==> src/design/cale_pkg.sv <==
// Shared types and constants for the cursor array list engine.
// No dependencies; every other file of the block imports this package.
package cale_pkg;

	localparam int CAPACITY = 16;
	localparam int DATA_W   = 32;
	localparam int IDX_W    = $clog2(CAPACITY);
	localparam int CNT_W    = IDX_W + 1;
	localparam int ADDR_W   = 3;

	typedef logic [IDX_W-1:0]  idx_t;
	typedef logic [CNT_W-1:0]  cnt_t;
	typedef logic [DATA_W-1:0] word_t;

	typedef enum logic [3:0] {
		OP_INSERT  = 4'd0,
		OP_REMOVE  = 4'd1,
		OP_REPLACE = 4'd2,
		OP_CLEAR   = 4'd3,
		OP_BEGIN   = 4'd4,
		OP_END     = 4'd5,
		OP_NEXT    = 4'd6,
		OP_PRIOR   = 4'd7,
		OP_READ    = 4'd8,
		OP_MOVE    = 4'd9,
		OP_FIND    = 4'd10
	} op_t;

	typedef enum logic [2:0] {
		ST_OK     = 3'd0,
		ST_EMPTY  = 3'd1,
		ST_FULL   = 3'd2,
		ST_RANGE  = 3'd3,
		ST_NOMOVE = 3'd4
	} status_t;

	// register index of capacity_limit
	localparam logic REG_LIMIT = 1'b0;

	typedef struct packed {
		logic  we;
		idx_t  waddr;
		word_t wdata;
		logic  re;
		idx_t  raddr;
	} mem_req_t;

endpackage

==> src/design/cale_req_if.sv <==
// Request channel: valid/ready handshake carrying one list operation.
// Depends on cale_pkg.
interface cale_req_if;
	import cale_pkg::*;

	logic        valid;
	logic        ready;
	logic [3:0]  req_type;
	word_t       data_in;
	idx_t        position;

	modport source(output valid, output req_type, output data_in, output position,
		input ready);
	modport sink(input valid, input req_type, input data_in, input position,
		output ready);

endinterface

==> src/design/cale_rsp_if.sv <==
// Response channel: valid/ready handshake carrying one result per request.
// Depends on cale_pkg.
interface cale_rsp_if;
	import cale_pkg::*;

	logic              valid;
	logic              ready;
	logic [2:0]        status;
	word_t             data_out;
	logic signed [4:0] cursor_pos;
	cnt_t              item_count;

	modport source(output valid, output status, output data_out, output cursor_pos,
		output item_count, input ready);
	modport sink(input valid, input status, input data_out, input cursor_pos,
		input item_count, output ready);

endinterface

==> src/design/cale_ram.sv <==
// Entry store: one write port, one read port, read data registered.
// Depends on cale_pkg.
module cale_ram (
	input  logic               clk,
	input  cale_pkg::mem_req_t mreq,
	output cale_pkg::word_t    rdata
);
	import cale_pkg::*;

	word_t mem_q [CAPACITY];

	always_ff @(posedge clk) begin
		if (mreq.we) begin
			mem_q[mreq.waddr] <= mreq.wdata;
		end
		if (mreq.re) begin
			rdata <= mem_q[mreq.raddr];
		end
	end

endmodule

==> src/design/cale_ctrl.sv <==
// Operation sequencer: holds count and cursor, walks the entry store for
// remove, move and find, and registers the response. Depends on cale_pkg.
module cale_ctrl (
	input  logic               clk,
	input  logic               arst_n,
	cale_req_if.sink           req,
	cale_rsp_if.source         rsp,
	input  cale_pkg::cnt_t     lim,
	output cale_pkg::mem_req_t mreq,
	input  cale_pkg::word_t    rdata
);
	import cale_pkg::*;

	typedef enum logic [2:0] {
		S_IDLE, S_READ, S_HELD, S_SHIFT, S_PUT, S_FIND, S_DONE
	} state_t;

	state_t            state_q;
	cnt_t              count_q;
	logic signed [4:0] cursor_q;
	status_t           status_q;
	word_t             dout_q;
	word_t             word_q;
	word_t             held_q;
	idx_t              pos_q;
	idx_t              idx_q;
	idx_t              last_q;
	logic              up_q;
	logic              move_q;
	logic              rsp_valid_q;
	logic [2:0]        rsp_status_q;
	word_t             rsp_data_q;
	logic signed [4:0] rsp_cursor_q;
	cnt_t              rsp_count_q;

	logic  accept;
	logic  empty;
	idx_t  cur;
	cnt_t  cnt_m1_w;
	cnt_t  cnt_m2_w;
	idx_t  cnt_m1;
	cnt_t  cur_p1;
	logic  match;

	assign req.ready = (state_q == S_IDLE);
	assign accept    = req.valid && req.ready;
	assign empty     = (count_q == '0);
	assign cur       = empty ? '0 : cursor_q[IDX_W-1:0];
	assign cnt_m1_w  = count_q - CNT_W'(1);
	assign cnt_m2_w  = count_q - CNT_W'(2);
	assign cnt_m1    = cnt_m1_w[IDX_W-1:0];
	assign cur_p1    = {1'b0, cur} + CNT_W'(1);
	assign match     = (rdata == word_q);

	assign rsp.valid      = rsp_valid_q;
	assign rsp.status     = rsp_status_q;
	assign rsp.data_out   = rsp_data_q;
	assign rsp.cursor_pos = rsp_cursor_q;
	assign rsp.item_count = rsp_count_q;

	always_comb begin
		mreq = '0;
		case (state_q)
			S_IDLE: begin
				if (accept) begin
					case (req.req_type)
						OP_INSERT: begin
							mreq.we    = (count_q < lim);
							mreq.waddr = count_q[IDX_W-1:0];
							mreq.wdata = req.data_in;
						end
						OP_REPLACE: begin
							mreq.we    = !empty;
							mreq.waddr = cur;
							mreq.wdata = req.data_in;
						end
						OP_REMOVE: begin
							mreq.re    = !empty && (cur_p1 < count_q);
							mreq.raddr = cur_p1[IDX_W-1:0];
						end
						OP_READ, OP_FIND: begin
							mreq.re    = !empty;
							mreq.raddr = cur;
						end
						OP_MOVE: begin
							mreq.re    = ({1'b0, req.position} < count_q);
							mreq.raddr = cur;
						end
						default: ;
					endcase
				end
			end
			S_HELD: begin
				mreq.re    = (cur != pos_q);
				mreq.raddr = (cur < pos_q) ? cur + IDX_W'(1) : cur - IDX_W'(1);
			end
			S_SHIFT: begin
				// write the word fetched last cycle, fetch two ahead
				mreq.we    = 1'b1;
				mreq.waddr = idx_q;
				mreq.wdata = rdata;
				mreq.re    = (idx_q != last_q);
				mreq.raddr = up_q ? idx_q + IDX_W'(2) : idx_q - IDX_W'(2);
			end
			S_PUT: begin
				mreq.we    = 1'b1;
				mreq.waddr = pos_q;
				mreq.wdata = held_q;
			end
			S_FIND: begin
				mreq.re    = !match && (idx_q != cnt_m1);
				mreq.raddr = idx_q + IDX_W'(1);
			end
			default: ;
		endcase
	end

	always_ff @(posedge clk or negedge arst_n) begin
		if (!arst_n) begin
			state_q      <= S_IDLE;
			count_q      <= '0;
			cursor_q     <= -5'sd1;
			status_q     <= ST_OK;
			dout_q       <= '0;
			word_q       <= '0;
			held_q       <= '0;
			pos_q        <= '0;
			idx_q        <= '0;
			last_q       <= '0;
			up_q         <= 1'b0;
			move_q       <= 1'b0;
			rsp_valid_q  <= 1'b0;
			rsp_status_q <= '0;
			rsp_data_q   <= '0;
			rsp_cursor_q <= '0;
			rsp_count_q  <= '0;
		end else begin
			// drop the response once taken; S_DONE handles its own slot
			if (rsp.ready && (state_q != S_DONE)) begin
				rsp_valid_q <= 1'b0;
			end
			case (state_q)
				S_IDLE: begin
					if (accept) begin
						status_q <= ST_OK;
						dout_q   <= '0;
						word_q   <= req.data_in;
						pos_q    <= req.position;
						move_q   <= (req.req_type == OP_MOVE);
						state_q  <= S_DONE;
						case (req.req_type)
							OP_INSERT: begin
								if (count_q >= lim) begin
									status_q <= ST_FULL;
								end else begin
									count_q  <= count_q + CNT_W'(1);
									cursor_q <= $signed(count_q);
								end
							end
							OP_REMOVE: begin
								if (empty) begin
									status_q <= ST_EMPTY;
								end else begin
									count_q <= cnt_m1_w;
									if (count_q == CNT_W'(1)) begin
										cursor_q <= -5'sd1;
									end else if (cur == cnt_m1) begin
										cursor_q <= cursor_q - 5'sd1;
									end
									if (cur_p1 < count_q) begin
										idx_q   <= cur;
										last_q  <= cnt_m2_w[IDX_W-1:0];
										up_q    <= 1'b1;
										state_q <= S_SHIFT;
									end
								end
							end
							OP_REPLACE: begin
								if (empty) status_q <= ST_EMPTY;
							end
							OP_CLEAR: begin
								count_q  <= '0;
								cursor_q <= -5'sd1;
							end
							OP_BEGIN: begin
								if (empty) status_q <= ST_EMPTY;
								else cursor_q <= 5'sd0;
							end
							OP_END: begin
								if (empty) status_q <= ST_EMPTY;
								else cursor_q <= $signed({1'b0, cnt_m1});
							end
							OP_NEXT: begin
								if (empty || cur_p1 >= count_q) status_q <= ST_NOMOVE;
								else cursor_q <= cursor_q + 5'sd1;
							end
							OP_PRIOR: begin
								if (empty || cur == '0) status_q <= ST_NOMOVE;
								else cursor_q <= cursor_q - 5'sd1;
							end
							OP_READ: begin
								if (empty) status_q <= ST_EMPTY;
								else state_q <= S_READ;
							end
							OP_MOVE: begin
								if ({1'b0, req.position} >= count_q) status_q <= ST_RANGE;
								else state_q <= S_HELD;
							end
							OP_FIND: begin
								if (empty) begin
									status_q <= ST_NOMOVE;
								end else begin
									idx_q   <= cur;
									state_q <= S_FIND;
								end
							end
							default: ;
						endcase
					end
				end
				S_READ: begin
					dout_q  <= rdata;
					state_q <= S_DONE;
				end
				S_HELD: begin
					held_q <= rdata;
					if (cur == pos_q) begin
						state_q <= S_DONE;
					end else begin
						idx_q   <= cur;
						up_q    <= (cur < pos_q);
						last_q  <= (cur < pos_q) ? pos_q - IDX_W'(1) : pos_q + IDX_W'(1);
						state_q <= S_SHIFT;
					end
				end
				S_SHIFT: begin
					if (idx_q == last_q) begin
						state_q <= move_q ? S_PUT : S_DONE;
					end else begin
						idx_q <= up_q ? idx_q + IDX_W'(1) : idx_q - IDX_W'(1);
					end
				end
				S_PUT: begin
					state_q <= S_DONE;
				end
				S_FIND: begin
					if (match) begin
						cursor_q <= $signed({1'b0, idx_q});
						state_q  <= S_DONE;
					end else if (idx_q == cnt_m1) begin
						cursor_q <= $signed({1'b0, cnt_m1});
						status_q <= ST_NOMOVE;
						state_q  <= S_DONE;
					end else begin
						idx_q <= idx_q + IDX_W'(1);
					end
				end
				S_DONE: begin
					// hold until the response slot is free
					if (!rsp_valid_q || rsp.ready) begin
						rsp_valid_q  <= 1'b1;
						rsp_status_q <= status_q;
						rsp_data_q   <= dout_q;
						rsp_cursor_q <= cursor_q;
						rsp_count_q  <= count_q;
						state_q      <= S_IDLE;
					end
				end
				default: state_q <= S_IDLE;
			endcase
		end
	end

endmodule

==> src/design/cursor_array_list_engine.sv <==
// Top level of the cursor array list engine: configuration register,
// sequencer and entry store. Depends on cale_pkg, cale_req_if, cale_rsp_if.
//
//   channel  direction  handshake           payload
//   req      in         valid/ready         req_type, data_in, position
//   rsp      out        valid/ready         status, data_out, cursor_pos, item_count
//   apb      in         psel/penable/pready capacity_limit at byte address 0
//
// Insert, replace, clear and cursor moves need no walk; read waits on the read data;
// remove shifts the entries after the cursor down, move shifts those between cursor
// and position and puts the moved entry there, find scans from the cursor to a
// match or the last entry; the store, one read and one write a cycle, paces walks.
// Reset clears count to 0, cursor to -1 and capacity_limit to 16; entries stay as
// they are. A new request is taken while the previous response waits on rsp.ready.
module cursor_array_list_engine (
	input  logic                        clk,
	input  logic                        arst_n,
	cale_req_if.sink                    req,
	cale_rsp_if.source                  rsp,
	input  logic                        psel,
	input  logic                        penable,
	input  logic                        pwrite,
	input  logic [cale_pkg::ADDR_W-1:0] paddr,
	input  logic [31:0]                 pwdata,
	output logic [31:0]                 prdata,
	output logic                        pready
);
	import cale_pkg::*;

	cnt_t     limit_q;
	cnt_t     lim;
	mem_req_t mreq;
	word_t    rdata;

	assign pready = 1'b1;
	assign prdata = (paddr[2] == REG_LIMIT) ? {{(32-CNT_W){1'b0}}, limit_q} : '0;

	always_ff @(posedge clk or negedge arst_n) begin
		if (!arst_n) begin
			limit_q <= CNT_W'(CAPACITY);
		end else if (psel && penable && pwrite && (paddr[2] == REG_LIMIT)) begin
			limit_q <= pwdata[CNT_W-1:0];
		end
	end

	// clamp the limit to 1..CAPACITY
	always_comb begin
		if (limit_q == '0) lim = CNT_W'(1);
		else if (limit_q > CNT_W'(CAPACITY)) lim = CNT_W'(CAPACITY);
		else lim = limit_q;
	end

	cale_ctrl u_ctrl (
		.clk    (clk),
		.arst_n (arst_n),
		.req    (req),
		.rsp    (rsp),
		.lim    (lim),
		.mreq   (mreq),
		.rdata  (rdata)
	);

	cale_ram u_ram (
		.clk   (clk),
		.mreq  (mreq),
		.rdata (rdata)
	);

	a_one_at_a_time: assert property (@(posedge clk) disable iff (!arst_n)
		(req.valid && req.ready) |=> !req.ready)
		else $error("request taken while another is in progress");

	a_no_port_clash: assert property (@(posedge clk) disable iff (!arst_n)
		(mreq.we && mreq.re) |-> (mreq.waddr != mreq.raddr))
		else $error("read and write of the same entry in one cycle");

	a_empty_cursor: assert property (@(posedge clk) disable iff (!arst_n)
		rsp.valid |-> ((rsp.item_count == '0) == (rsp.cursor_pos == -5'sd1)))
		else $error("cursor and item count disagree on an empty list");

	a_count_bound: assert property (@(posedge clk) disable iff (!arst_n)
		rsp.valid |-> (rsp.item_count <= CNT_W'(CAPACITY)))
		else $error("item count beyond capacity");

endmodule
==> src/flat_wrapper.sv <==
// flat-port wrapper written by rule: the top's interface ports become plain ports
module cursor_array_list_engine_flat import cale_pkg::*;
  (clk, arst_n, psel, penable, pwrite, paddr, pwdata, prdata, pready, req_valid, req_req_type, req_data_in, req_position, req_ready, rsp_valid, rsp_status, rsp_data_out, rsp_cursor_pos, rsp_item_count, rsp_ready);
  cale_req_if req_i ();
  cale_rsp_if rsp_i ();
  input  logic clk;
  input  logic arst_n;
  input  logic psel;
  input  logic penable;
  input  logic pwrite;
  input  logic [cale_pkg::ADDR_W-1:0] paddr;
  input  logic [31:0] pwdata;
  output logic [31:0] prdata;
  output logic pready;
  input wire logic [$bits(req_i.valid)-1:0] req_valid;
  input wire logic [$bits(req_i.req_type)-1:0] req_req_type;
  input wire logic [$bits(req_i.data_in)-1:0] req_data_in;
  input wire logic [$bits(req_i.position)-1:0] req_position;
  output wire logic [$bits(req_i.ready)-1:0] req_ready;
  output wire logic [$bits(rsp_i.valid)-1:0] rsp_valid;
  output wire logic [$bits(rsp_i.status)-1:0] rsp_status;
  output wire logic [$bits(rsp_i.data_out)-1:0] rsp_data_out;
  output wire logic [$bits(rsp_i.cursor_pos)-1:0] rsp_cursor_pos;
  output wire logic [$bits(rsp_i.item_count)-1:0] rsp_item_count;
  input wire logic [$bits(rsp_i.ready)-1:0] rsp_ready;
  assign req_i.valid = req_valid;
  assign req_i.req_type = req_req_type;
  assign req_i.data_in = req_data_in;
  assign req_i.position = req_position;
  assign req_ready = req_i.ready;
  assign rsp_valid = rsp_i.valid;
  assign rsp_status = rsp_i.status;
  assign rsp_data_out = rsp_i.data_out;
  assign rsp_cursor_pos = rsp_i.cursor_pos;
  assign rsp_item_count = rsp_i.item_count;
  assign rsp_i.ready = rsp_ready;
  cursor_array_list_engine u_core (.clk(clk), .arst_n(arst_n), .req(req_i), .rsp(rsp_i), .psel(psel), .penable(penable), .pwrite(pwrite), .paddr(paddr), .pwdata(pwdata), .prdata(prdata), .pready(pready));
endmodule
==> config.mk <==
export PLATFORM = sky130hd
export DESIGN_NAME = cursor_array_list_engine_flat
export DESIGN_NICKNAME = d
export VERILOG_FILES = /design/src/design/cale_pkg.sv /design/src/design/cale_req_if.sv /design/src/design/cale_rsp_if.sv /design/src/design/cale_ram.sv /design/src/design/cale_ctrl.sv /design/src/design/cursor_array_list_engine.sv /design/src/flat_wrapper.sv
export SDC_FILE = /design/constraint.sdc
export NUM_CORES = 1
export LEC_CHECK = 0
export BUFFER_PORTS_ARGS = -buffer_cell sky130_fd_sc_hd__buf_2
export CAP_MARGIN = 20
export CORE_ASPECT_RATIO = 0.75
export CORE_MARGIN = 1
export CORE_UTILIZATION = 45
export DETAILED_ROUTE_END_ITERATION = 8
export PLACE_DENSITY = 0.65
export SLEW_MARGIN = 10
export SYNTH_ARGS = -nofsm -noshare
export SYNTH_HDL_FRONTEND = slang
export SYNTH_SLANG_ARGS = --single-unit
export TNS_END_PERCENT = 100
==> constraint.sdc <==
create_clock -name clk -period 8 [get_ports clk]
set_input_delay 0.4 -clock clk [delete_from_list [all_inputs] [get_ports clk]]
set_output_delay 0.4 -clock clk [all_outputs]
set_load 0.05 [all_outputs]
==> summary by stage <==
Status
The flow ran to the end, and the final reports show no timing, DRC or antenna violations.

STA
The normalized max-slew margin is 0.271. Timing would allow up to roughly 170 MHz. The total count of max-transition violations in the final report was 0. The final period demand of the worst path is roughly 6000 ps. The pin slew with the least headroom to its limit is around 1100 ps. The post-route clock skew is about 21 ps. Setup repair after global routing left no endpoint under its margin. The post-route clock period utilization is 0.745.

Setup violations remaining at the end of the flow were counted as 0. The total count of hold-check failures in the final report came to 0. The final total negative setup slack is 0 ps.

GRT
The maximum number of pins on one net before global-route repair is between 100 and 150. The initial antenna violation count came to 2. The first global-routing pass estimated approximately 130,000 um of wire. The global-route usage over all layers is 0.238. The number of global-route vias before repair came to about 20k. The total grt overflow is 0.

Setup path
The type of the setup path with the least slack is reg -> reg. Data on the critical path is required at its endpoint by roughly 8500 ps. STA classifies the critical path startpoint as a flop.

In this run the worst path has a maximum fanout of 51. The data arrival time of the critical path is between 6000 and 7000 ps. The category of the worst setup path capture point is a flop.

Synthesis
Of the synthesized area, sequential elements account for 0.666. Among all cell types in the netlist, the one instantiated most often is sky130_fd_sc_hd__edfxtp_1. The largest family of logic cells by synthesized area is compound AO/OA/AOI/OAI gates.

Of the post-synthesis cell area, the dominant cell type holds 0.523. After synthesis, the cell types taking the most area are sky130_fd_sc_hd__edfxtp_1 (52%), sky130_fd_sc_hd__dfrtp_1 (14%), sky130_fd_sc_hd__nand2_1 (5.6%). The count of different cell masters after synthesis is 81.

The synthesized design contains 544 enable-type register cells. Of the total synthesized cell area, the portion taken by XOR and XNOR cells is 0.0181. The complex-gate fraction of the synthesized area is 0.118.

The proportion of register bits with asynchronous set or reset after synthesis is 0.245. During synthesis, Yosys emitted a total of 0 warnings. The multiplexer share of the synthesized area is 0.0542. The average instance area after synthesis is between 10 and 15 sq um. The most used flip-flop cell after synthesis is sky130_fd_sc_hd__edfxtp_1. Counting flops and latches in the post-synthesis netlist gives between 700 and 800.

Sorting the synthesized cells by how often they occur yields sky130_fd_sc_hd__edfxtp_1 (544), sky130_fd_sc_hd__nand2_1 (464), sky130_fd_sc_hd__a21oi_1 (220), sky130_fd_sc_hd__dfrtp_1 (171), sky130_fd_sc_hd__mux2i_1 (97). The cell area that synthesis handed to floorplanning was between 30,000 and 40,000 sq um. Of the total synthesized cell area, the portion taken by AND, OR, NAND and NOR gates is 0.0902. The share of synthesized cell area in full adder, half adder and majority cells is 0.0148. Synthesis produced around 2.4k cells.

The biggest area contributor in the post-synthesis netlist is sky130_fd_sc_hd__edfxtp_1.

Power
VDD sags by at most 0.000330 V. In this run the static leakage power is roughly 13 nW. In this run the power density over the cells is around 450 nW/um^2.

Cells and area
The layout has approximately 5.8k filler cells. The area of the multi-input gates is roughly 9500 sq um. The share of layout cells above drive strength 1 is 0.138. 0 antenna diodes ended up in the layout.

The relative area change from synthesis to final layout is 11.3%. In the final layout, flip-flops and latches occupy slightly above 20,000 sq um. Once layout is complete, the cells apart from fillers number ~3.4k. At the end of the flow, the number of nets in the layout was roughly 2.6k.

Routing
The final antenna-violating net count is 0. The detail-routed net length per standard cell is between 20 and 25 um. Across all layers, the routed design uses roughly 21k vias. After detailed routing, the number of vias per cell comes to roughly 6.0. The first detailed-routing pass took 8 iterations. For this block, the initial DRC count from the detailed router was 2,738. The final layout contains routed wiring with a total length of about 85,000 um. In the routed design, unresolved DRC markers number 0.

Die
The die outline width is 306 um. The area inside the core boundary is roughly 70,000 sq um. During I/O placement, the number of pins put on the boundary was about 160. The die outline area is just over 70,000 sq um. The vertical extent of the die is around 230 um.

The initial utilization of the core area, before any placement, comes to 0.455. The number of standard-cell rows in the floorplan is a little over 80.

Placement
The cell total after placement is 3,304. Buffers placed on the I/O ports in this run total approximately 100. Summed over all nets, the half-perimeter wirelength after detailed placement is roughly 48,000 um. The congestion estimate from routability-driven global placement came to slightly above 0.9.

Clock tree
At the later pin of the worst-skew pair, clock insertion delay measures just over 600 ps. The number of sinks on the clock net is 721. The post-cts repair resize count is 0. The maximum clock path buffer count is 3. The register clock-pin slew on the reported worst setup and hold paths is 60 ps. The setup fix buffers added after clock tree synthesis is 0.

Buffers inserted during clock tree synthesis total 67. TritonCTS built the clock tree. The clock root buffer is sky130_fd_sc_hd__clkbuf_16. The clock tree synthesis step divided the H-tree into 3 levels.

Job
The number of max-cap violations is 0.

Hold path
The min-delay analysis places its worst path in the category in -> reg.
-- per-stage QoR --
step | instance area, sq um | utilization | power (mW) | setup WS (ps) | hold WS, ps
floorplan | 31300 | - | 10.6 | 3160 | 104
global placement | 32500 | 0.475 | 12.6 | 2260 | 457
detailed placement | 32500 | 0.475 | 12.7 | 2200 | 463
CTS | 34700 | 0.507 | 15.8 | 2130 | 0.0683
global route | 34700 | 0.507 | 16.7 | 1710 | 13.0
finish | 34700 | 0.507 | 15.8 | 2040 | 25.8
-- critical path, stage by stage, from the launching register on --
cell                       delay [ps]
sky130_fd_sc_hd__dfrtp_1          510
sky130_fd_sc_hd__inv_1            340
sky130_fd_sc_hd__ha_1             240
sky130_fd_sc_hd__or4b_4           600
sky130_fd_sc_hd__nand2_1          250
sky130_fd_sc_hd__inv_1            120
sky130_fd_sc_hd__ha_1             330
sky130_fd_sc_hd__o21a_1           130
sky130_fd_sc_hd__nor2_1            40
sky130_fd_sc_hd__a21oi_1          110
sky130_fd_sc_hd__buf_4            190
sky130_fd_sc_hd__inv_1            130
sky130_fd_sc_hd__fa_1             580
sky130_fd_sc_hd__mux2i_1           90
sky130_fd_sc_hd__a22oi_1          200
sky130_fd_sc_hd__o211a_4          640
sky130_fd_sc_hd__buf_4            540
sky130_fd_sc_hd__a21oi_1           90
sky130_fd_sc_hd__a221oi_1         360
sky130_fd_sc_hd__nor3_1           110
sky130_fd_sc_hd__a21oi_1          140
-- layout make-up --
cell class	instances	area share
clock buffers	97	0.0530
clock inverters	23	0.00504
inverters	60	0.00648
multi-input cells	1480	0.274
flip-flops and latches	721	0.598
well taps	892	0.0321
repair buffers	170	0.0319
-- registers in the layout, summed over array words and instances (netlist names), 5 cells and up --
name                          cells
u_core.limit_q                    5
u_core.u_ctrl.count_q             5
u_core.u_ctrl.cursor_q            5
u_core.u_ctrl.dout_q             32
u_core.u_ctrl.held_q             32
u_core.u_ctrl.rsp.cursor_pos      5
u_core.u_ctrl.rsp.data_out       32
u_core.u_ctrl.rsp.item_count      5
u_core.u_ctrl.word_q             32
u_core.u_ram.mem_q              512
u_core.u_ram.rdata               32
-- per-layer routing --
metal / track usage / wire length, um / vias to the layer above
met4: 0.0709 / 1890 / 2
met2: 0.351 / 37500 / 983
met5: 0 / 8 / -
met3: 0.0527 / 8280 / 129
met1: 0.353 / 36800 / 10400
li1: - / - / 9120
-- report_power, final --
group / total, mW / internal [mW] / leakage, nW / switching (mW)
Clock: 3.02 / 1.65 / 0.981 / 1.37
Sequential: 5.71 / 5.14 / 7.26 / 0.570
Combinational: 7.06 / 2.31 / 5.23 / 4.75
Total: 15.8 / 9.10 / 13.5 / 6.69
-- worst paths after layout --
kind | startpoint | end | slack, ps | cells after the start
worst max-delay path | u_core.u_ctrl.count_q[1]$_DFFE_PN0P_ | u_core.u_ram.rdata[11]$_DFFE_PP_ | 2040 | 20
worst min-delay path | req_data_in[5] | u_core.u_ctrl.word_q[5]$_DFFE_PN0P_ | 30 | 3
worst max register to register | u_core.u_ctrl.count_q[1]$_DFFE_PN0P_ | u_core.u_ram.rdata[11]$_DFFE_PP_ | 2040 | 20
worst min register to register | u_core.u_ctrl.held_q[2]$_DFFE_PN0P_ | u_core.u_ctrl.held_q[2]$_DFFE_PN0P_ | 480 | 2
max in group asynchronous | arst_n | u_core.u_ctrl.held_q[17]$_DFFE_PN0P_ | 6060 | 3
min in group asynchronous | arst_n | u_core.u_ctrl.rsp.item_count[1]$_DFFE_PN0P_ | 470 | 2
-- cells in the final DEF, fill, tap and decap left out, types with 28 or more instances in the layout --
master                      Yosys  routed
sky130_fd_sc_hd__a222oi_1      32      32
sky130_fd_sc_hd__conb_1         2      28
sky130_fd_sc_hd__a21oi_1      220     220
sky130_fd_sc_hd__mux2_2        58      58
sky130_fd_sc_hd__dfrtp_1      171     171
sky130_fd_sc_hd__nor2_1        67      50
sky130_fd_sc_hd__nand2_1      464     463
sky130_fd_sc_hd__a22o_1        32      32
sky130_fd_sc_hd__a221oi_1      94      94
sky130_fd_sc_hd__clkbuf_16      0      68
sky130_fd_sc_hd__o21ai_0       40      40
sky130_fd_sc_hd__mux2i_1       97      97
sky130_fd_sc_hd__edfxtp_1     544     544
sky130_fd_sc_hd__ha_1          32      32
sky130_fd_sc_hd__xor2_1        43      43
sky130_fd_sc_hd__inv_1         59      59
sky130_fd_sc_hd__buf_4         36      44
sky130_fd_sc_hd__buf_2         46     103
sky130_fd_sc_hd__a31oi_1       38      38
sky130_fd_sc_hd__nor3_1        42      42
-- kinds of logic after synthesis --
| kind of cell | Yosys count |
|---|---|
| DFF | 721 |
| and+or+nand+nor | 658 |
| AOI/OAI and AO/OA | 538 |
| buffers and inverters | 251 |
| muxes | 159 |
| xor gates and xnor gates | 62 |
| adders and majority gates | 35 |
| other | 2 |
-- what timing repair did --
item,in CTS,in global routing
hold buffers,19,0
endpoints found under the setup margin,0,0
hold endpoints to repair,119,0
(Power assumes the default switching activity.)
